<file path="config.mk">
export PLATFORM = sky130hd
export DESIGN_NAME = bhsd_front
export DESIGN_NICKNAME = d
export VERILOG_FILES = /design/src/rtl/byte_position_histogram_stddev_macros.svh /design/src/rtl/bhsd_pkg.sv /design/src/rtl/bhsd_front.sv
export SDC_FILE = /design/constraint.sdc
export NUM_CORES = 1
export LEC_CHECK = 0
export BUFFER_PORTS_ARGS = -buffer_cell sky130_fd_sc_hd__buf_2
export CAP_MARGIN = 15
export CORE_MARGIN = 1
export CORE_UTILIZATION = 40
export DETAILED_ROUTE_END_ITERATION = 10
export HOLD_SLACK_MARGIN = 0.05
export PLACE_DENSITY = 0.64
export REMOVE_ABC_BUFFERS = 1
export SLEW_MARGIN = 15
export SYNTH_ARGS = -nofsm -noshare
export SYNTH_HDL_FRONTEND = slang
export SYNTH_SLANG_ARGS = --single-unit
</file>
<file path="constraint.sdc">
create_clock -name clk -period 5.85 [get_ports clk]
set_input_delay 0 -clock clk [delete_from_list [all_inputs] [get_ports clk]]
set_output_delay 0 -clock clk [all_outputs]
set_load 0.005 [all_outputs]
</file>
<file path="src/rtl/byte_position_histogram_stddev_macros.svh">
// ----------------------------------------------------------------------------
// Assertion macros for the byte position histogram block
// Checks compile in simulation and drop out of synthesis builds.
// ----------------------------------------------------------------------------
`ifndef BYTE_POSITION_HISTOGRAM_STDDEV_MACROS_SVH
`define BYTE_POSITION_HISTOGRAM_STDDEV_MACROS_SVH

`ifndef SYNTHESIS
// Implication check, sampled on clk and disabled during reset.
`define BHSD_ASSERT_IMPL(name, ante, cons) \
  name: assert property (@(posedge clk) disable iff (!rst_n) (ante) |-> (cons)) \
    else $error("bhsd implication check failed");
// Condition that must never be true.
`define BHSD_ASSERT_NEVER(name, cond) \
  name: assert property (@(posedge clk) disable iff (!rst_n) !(cond)) \
    else $error("bhsd forbidden condition seen");
`else
`define BHSD_ASSERT_IMPL(name, ante, cons)
`define BHSD_ASSERT_NEVER(name, cond)
`endif

`endif

</file>
<file path="src/rtl/bhsd_pkg.sv">
// ----------------------------------------------------------------------------
// Byte position histogram package
// Field widths, function codes and the queued request type.
// ----------------------------------------------------------------------------
package bhsd_pkg;

  localparam int POS_W     = 5;
  localparam int VAL_W     = 8;
  localparam int MEAN_W    = 24;
  localparam int STD_W     = 20;
  localparam int SUM_W     = 26;

  localparam logic FUNC_ADD    = 1'b0;
  localparam logic FUNC_REPORT = 1'b1;

  typedef struct packed {
    logic             func;
    logic [POS_W-1:0] pos;
    logic [VAL_W-1:0] val;
  } item_t;

endpackage

</file>
<file path="src/rtl/bhsd_front.sv">
// ----------------------------------------------------------------------------
// Request front end
// Accepts requests, drops adds to absent positions and queues the rest.
// ----------------------------------------------------------------------------
module bhsd_front
  import bhsd_pkg::*;
#(
  parameter int POSITIONS = 32
) (
  input  logic             clk,
  input  logic             rst_n,
  input  logic             in_valid,
  output logic             in_stall,
  input  logic             in_func,
  input  logic [POS_W-1:0] in_byte_position,
  input  logic [VAL_W-1:0] in_byte_value,
  input  logic             init_busy,
  output logic             q_valid,
  output item_t            q_item,
  input  logic             q_pop
);

  localparam int QD  = 4;
  localparam int QPW = $clog2(QD);
  localparam int QCW = $clog2(QD + 1);

  item_t          q_mem [QD];
  logic [QPW-1:0] wr_ptr_r;
  logic [QPW-1:0] rd_ptr_r;
  logic [QCW-1:0] count_r;
  logic           accept;
  logic           push;
  logic           in_range;

  assign in_range = ({2'b00, in_byte_position} < 7'(POSITIONS));
  assign in_stall = init_busy || (count_r == QCW'(QD));
  assign accept   = in_valid && !in_stall;
  assign push     = accept && ((in_func == FUNC_REPORT) || in_range);
  assign q_valid  = (count_r != '0);
  assign q_item   = q_mem[rd_ptr_r];

  always_ff @(posedge clk) begin
    if (push) begin
      q_mem[wr_ptr_r] <= '{func: in_func, pos: in_byte_position, val: in_byte_value};
    end
  end

  always_ff @(posedge clk) begin
    if (!rst_n) begin
      wr_ptr_r <= '0;
      rd_ptr_r <= '0;
      count_r  <= '0;
    end else begin
      if (push) begin
        wr_ptr_r <= wr_ptr_r + 1'b1;
      end
      if (q_pop) begin
        rd_ptr_r <= rd_ptr_r + 1'b1;
      end
      case ({push, q_pop})
        2'b10:   count_r <= count_r + 1'b1;
        2'b01:   count_r <= count_r - 1'b1;
        default: count_r <= count_r;
      endcase
    end
  end

endmodule

</file>
==> impl_summary.txt <==
----------------------------------------------------
[Cells and area]
  Fraction of layout instances using a drive strength above 1 ... between 30% and 40%
  Layout Nets ... roughly 210
  Final Instance Count excl. Fillers ... 262
  Most used cells in the layout excluding fill and tap cells ... 56 x sky130_fd_sc_hd__edfxtp_1, 34 x sky130_fd_sc_hd__buf_2, 16 x sky130_fd_sc_hd__dlygate4sd3_1
  Final core occ ... approximately half
  Most frequent standard cell in the layout excluding fill and tap cells ... sky130_fd_sc_hd__edfxtp_1
  Diodes inserted ... 0
  Combined flip-flop and latch cell area ... ~1900 sq um
  Number of fill cells in the layout ... 487
  Area growth from synthesis to layout ... 22.48%
  Multi-input logic area ... between 600 and 700 sq um

[CTS]
  H-Tree Level Count ... 3
  Clock tree sinks ... 65
  CTS tree ... built
  CTS root buffer ... sky130_fd_sc_hd__clkbuf_8
  Clock-pin slew on the worst setup and hold paths ... 0.06 ns
  Total clock buffers created by CTS ... 9
  CTS Buffer Depth ... 2
  Number of gates resized after CTS ... 0
  Insertion delay to the later sink of the worst-skew pair ... 0.32 ns

[Timing]
  Worst hold slack across all endpoints ... 0.07764 ns
  Final Hold Vio Count ... 0
  Final Critical Period ... between 2 and 2.5 ns
  Maximum clock rate ... about 470 MHz
  Tightest slew margin relative to the limit ... between 30% and 40%
  Transition time at the pin with the least slew margin ... approximately 0.9 ns
  Number of max-slew violations in the final report ... 0
  Count of endpoints failing setup in the final report ... 0
  Final Skew ... ~0.0055 ns
  RSZ-0062 raised after global routing ... no
  Post-Route Setup TNS ... 0 ns
  Final Cycle Share ... about 36%

[Die]
  Ports ... 35
  Die outline height ... 81.49 um
  Number of placement rows ... 28
  Width of the die ... around 81 um
  Initial core utilization ... 42.19%
  Core Box Area ... about 6000 sq um
  DIE AREA ... ~6600 sq um

[Power]
  Power per cell area ... around 320 nW/um^2
  Cell leakage power ... around 1.1 nW
  Largest vdd supply drop ... between 150 and 200 uV

[Global routing]
  Total Routing Usage GR ... around 14%
  Maximum number of pins on one net before global-route repair ... 15
  Total grt overflow ... 0
  Vias in the first global route ... ~1400
  Antenna violations before repair ... 0
  Wire length of the first global-routing pass ... 6437 um

[Synthesis]
  Share of Yosys cell area claimed by the top area cell type ... ~67%
  #FFs+latches synth ... 65
  Portion of the post-synthesis area used by sequential elements ... 73.66%
  Total standard cell area after synthesis ... approximately 2500 sq um
  Post-synthesis cell type with the largest combined area ... sky130_fd_sc_hd__edfxtp_1
  Synth unique cells ... 23
  Cell count after synthesis ... around 130
  Syn_area_per_cell ... between 20 and 25 sq um
  Total of warnings raised by yosys ... 0
  Cells taking the most area after synthesis ... sky130_fd_sc_hd__edfxtp_1 67%, sky130_fd_sc_hd__mux4_2 8.9%, sky130_fd_sc_hd__dfxtp_1 7.1%, sky130_fd_sc_hd__mux4_1 4.2%, sky130_fd_sc_hd__ha_1 2.5%
  Asr flop ratio synth ... 0%
  Top FF cell, synth ... sky130_fd_sc_hd__edfxtp_1
  Number of enable-type register cells in the synthesized netlist ... 56

[Drt]
  Total number of vias ... roughly 1300
  Antenna viol nets, final ... 0
  Total met2 wirelength after detailed routing ... approximately 2100 um
  Wirelength per Cell ... about 16 um
  Starting DRT DRC Count ... 39
  Post-detailed-route DRC marker count ... 0
  Detailed-route vias per instance ... between 4 and 5
  Post-route met1 wirelength ... 1660 um
  Total wire length ... about 4100 um
  Top metal layer carrying routed signals ... met4
  Detailed-routed wire length on met3 ... roughly 160 um
  Number of detailed-routing iterations run before antenna repair ... 4

[Min path]
  Path type of the worst min-delay path ... primary input to register

[Flow run]
  Max capacitance violation total ... 0

[Setup path]
  Startpoint types ... register
  Dominant cell type by count on the critical path ... sky130_fd_sc_hd__inv_1
  Critical Path Fanout Max ... 7
  Count of buffering cells on the critical path with inverters included ... 2
  Worst setup EP type ... register
  CP peak stage delay ... 0.38 ns
  Cell chain of the critical path ... nor2_1 -> a21oi_2 -> inv_1 -> ha_1 -> inv_1 -> fa_1 -> xor2_1 -> or3_1 -> a21boi_0
  Kind of cell adding the most delay to the critical path ... adder cells
  Cell at the slowest stage of the critical path ... sky130_fd_sc_hd__fa_1
  Category of the most critical setup path ... register to register
  Endpoint required time on the critical path ... 6.10 ns
  Arrival time at the worst endpoint ... around 2.4 ns

[Placed design]
  Placer congestion estimate ... 0.6628
  Port bufs ... 34
  Final HPWL DP ... roughly 2700 um
  Placed Instances ... 230

[Status]
  Result of the run ... finished, final reports clean

----------------------------------------------------
-- area by class of cell --
| class | count | area share, % |
|---|---|---|
| Sequential cell | 65 | 60.15 |
| Multi-Input combinational cell | 50 | 19.48 |
| Timing Repair Buffer | 50 | 10.67 |
| Clock buffer | 14 | 5.618 |
| Tap cell | 75 | 3.032 |
| Inverter | 6 | 0.7276 |
| Clock inverter | 2 | 0.3234 |
-- final timing paths --
kind	from	endpoint	slack (ns)	cells past startpoint
max	count_r[1]	count_r[2]	3.73	9
min	in_valid	wr_ptr_r[1]	0.08	4
max reg2reg	count_r[1]	count_r[2]	3.73	9
min reg2reg	wr_ptr_r[0]	wr_ptr_r[0]	0.51	2
-- cells in the mapped netlist (all sizes together), types with 2 or more instances --
| cell | number |
|---|---|
| mux2i | 2 |
| xor2 | 2 |
| inv | 6 |
| buf | 3 |
| dfxtp | 9 |
| and2 | 9 |
| ha | 5 |
| edfxtp | 56 |
| or3 | 2 |
| nand2 | 6 |
| o21ai | 2 |
| xnor2 | 2 |
| mux4 | 14 |
-- power by group --
group / internal (W) / switching [W] / total (W)
combinational: 0.0000561 / 0.0000413 / 0.0000974
sequential: 0.000523 / 0.0000170 / 0.000540
clock: 0.000190 / 0.000149 / 0.000339
total: 0.000769 / 0.000208 / 0.000977
-- logic make-up (layout without fill, tap and decap cells) --
| logic type | after synthesis | count (layout) | share of synthesized area (%) |
|---|---|---|---|
| fa+ha+maj | 6 | 6 | 3.267 |
| xor+xnor | 4 | 4 | 1.386 |
| compound gates | 5 | 5 | 1.337 |
| simple gates | 19 | 19 | 4.010 |
| mux | 16 | 16 | 13.86 |
| buf+inv | 10 | 72 | 2.475 |
| flops | 65 | 65 | 73.66 |
-- tightest hold or removal path, cell delays in order --
cell	delay [ns]
sky130_fd_sc_hd__buf_2	0.10
sky130_fd_sc_hd__nand2b_1	0.07
sky130_fd_sc_hd__a21oi_2	0.07
sky130_fd_sc_hd__mux2i_1	0.12
-- sequential cells by signal, summed over array words and instances, names as in the netlist, named ones only --
register	cells
count_r	3
q_mem	56
rd_ptr_r	2
wr_ptr_r	2
-- through the flow --
stage               setup slack (ns)  total power (W)  instance area, sq um
global route                   3.568         0.001018                  3095
CTS                            3.692        0.0009889                  3095
detailed placement             3.743        0.0006411                  2751
finish                         3.729        0.0009765                  3095
floorplan                      3.969        0.0005983                  2487
global placement               3.924        0.0006333                  2751
-- repair_timing --
| item | CTS | global route |
|---|---|---|
| buffers inserted | 0 | 0 |
| hold buffers | 16 | 0 |
| hold endpoints to repair | 65 | 0 |
-- per-layer routing --
metal / up-vias / track usage, %
met5: - / 0
met4: 0 / 9.107
met2: 35 / 24.75
met1: 620 / 15.28
met3: 11 / 3.667
li1: 598 / -
Note: power is estimated with default switching activity, not from simulation.
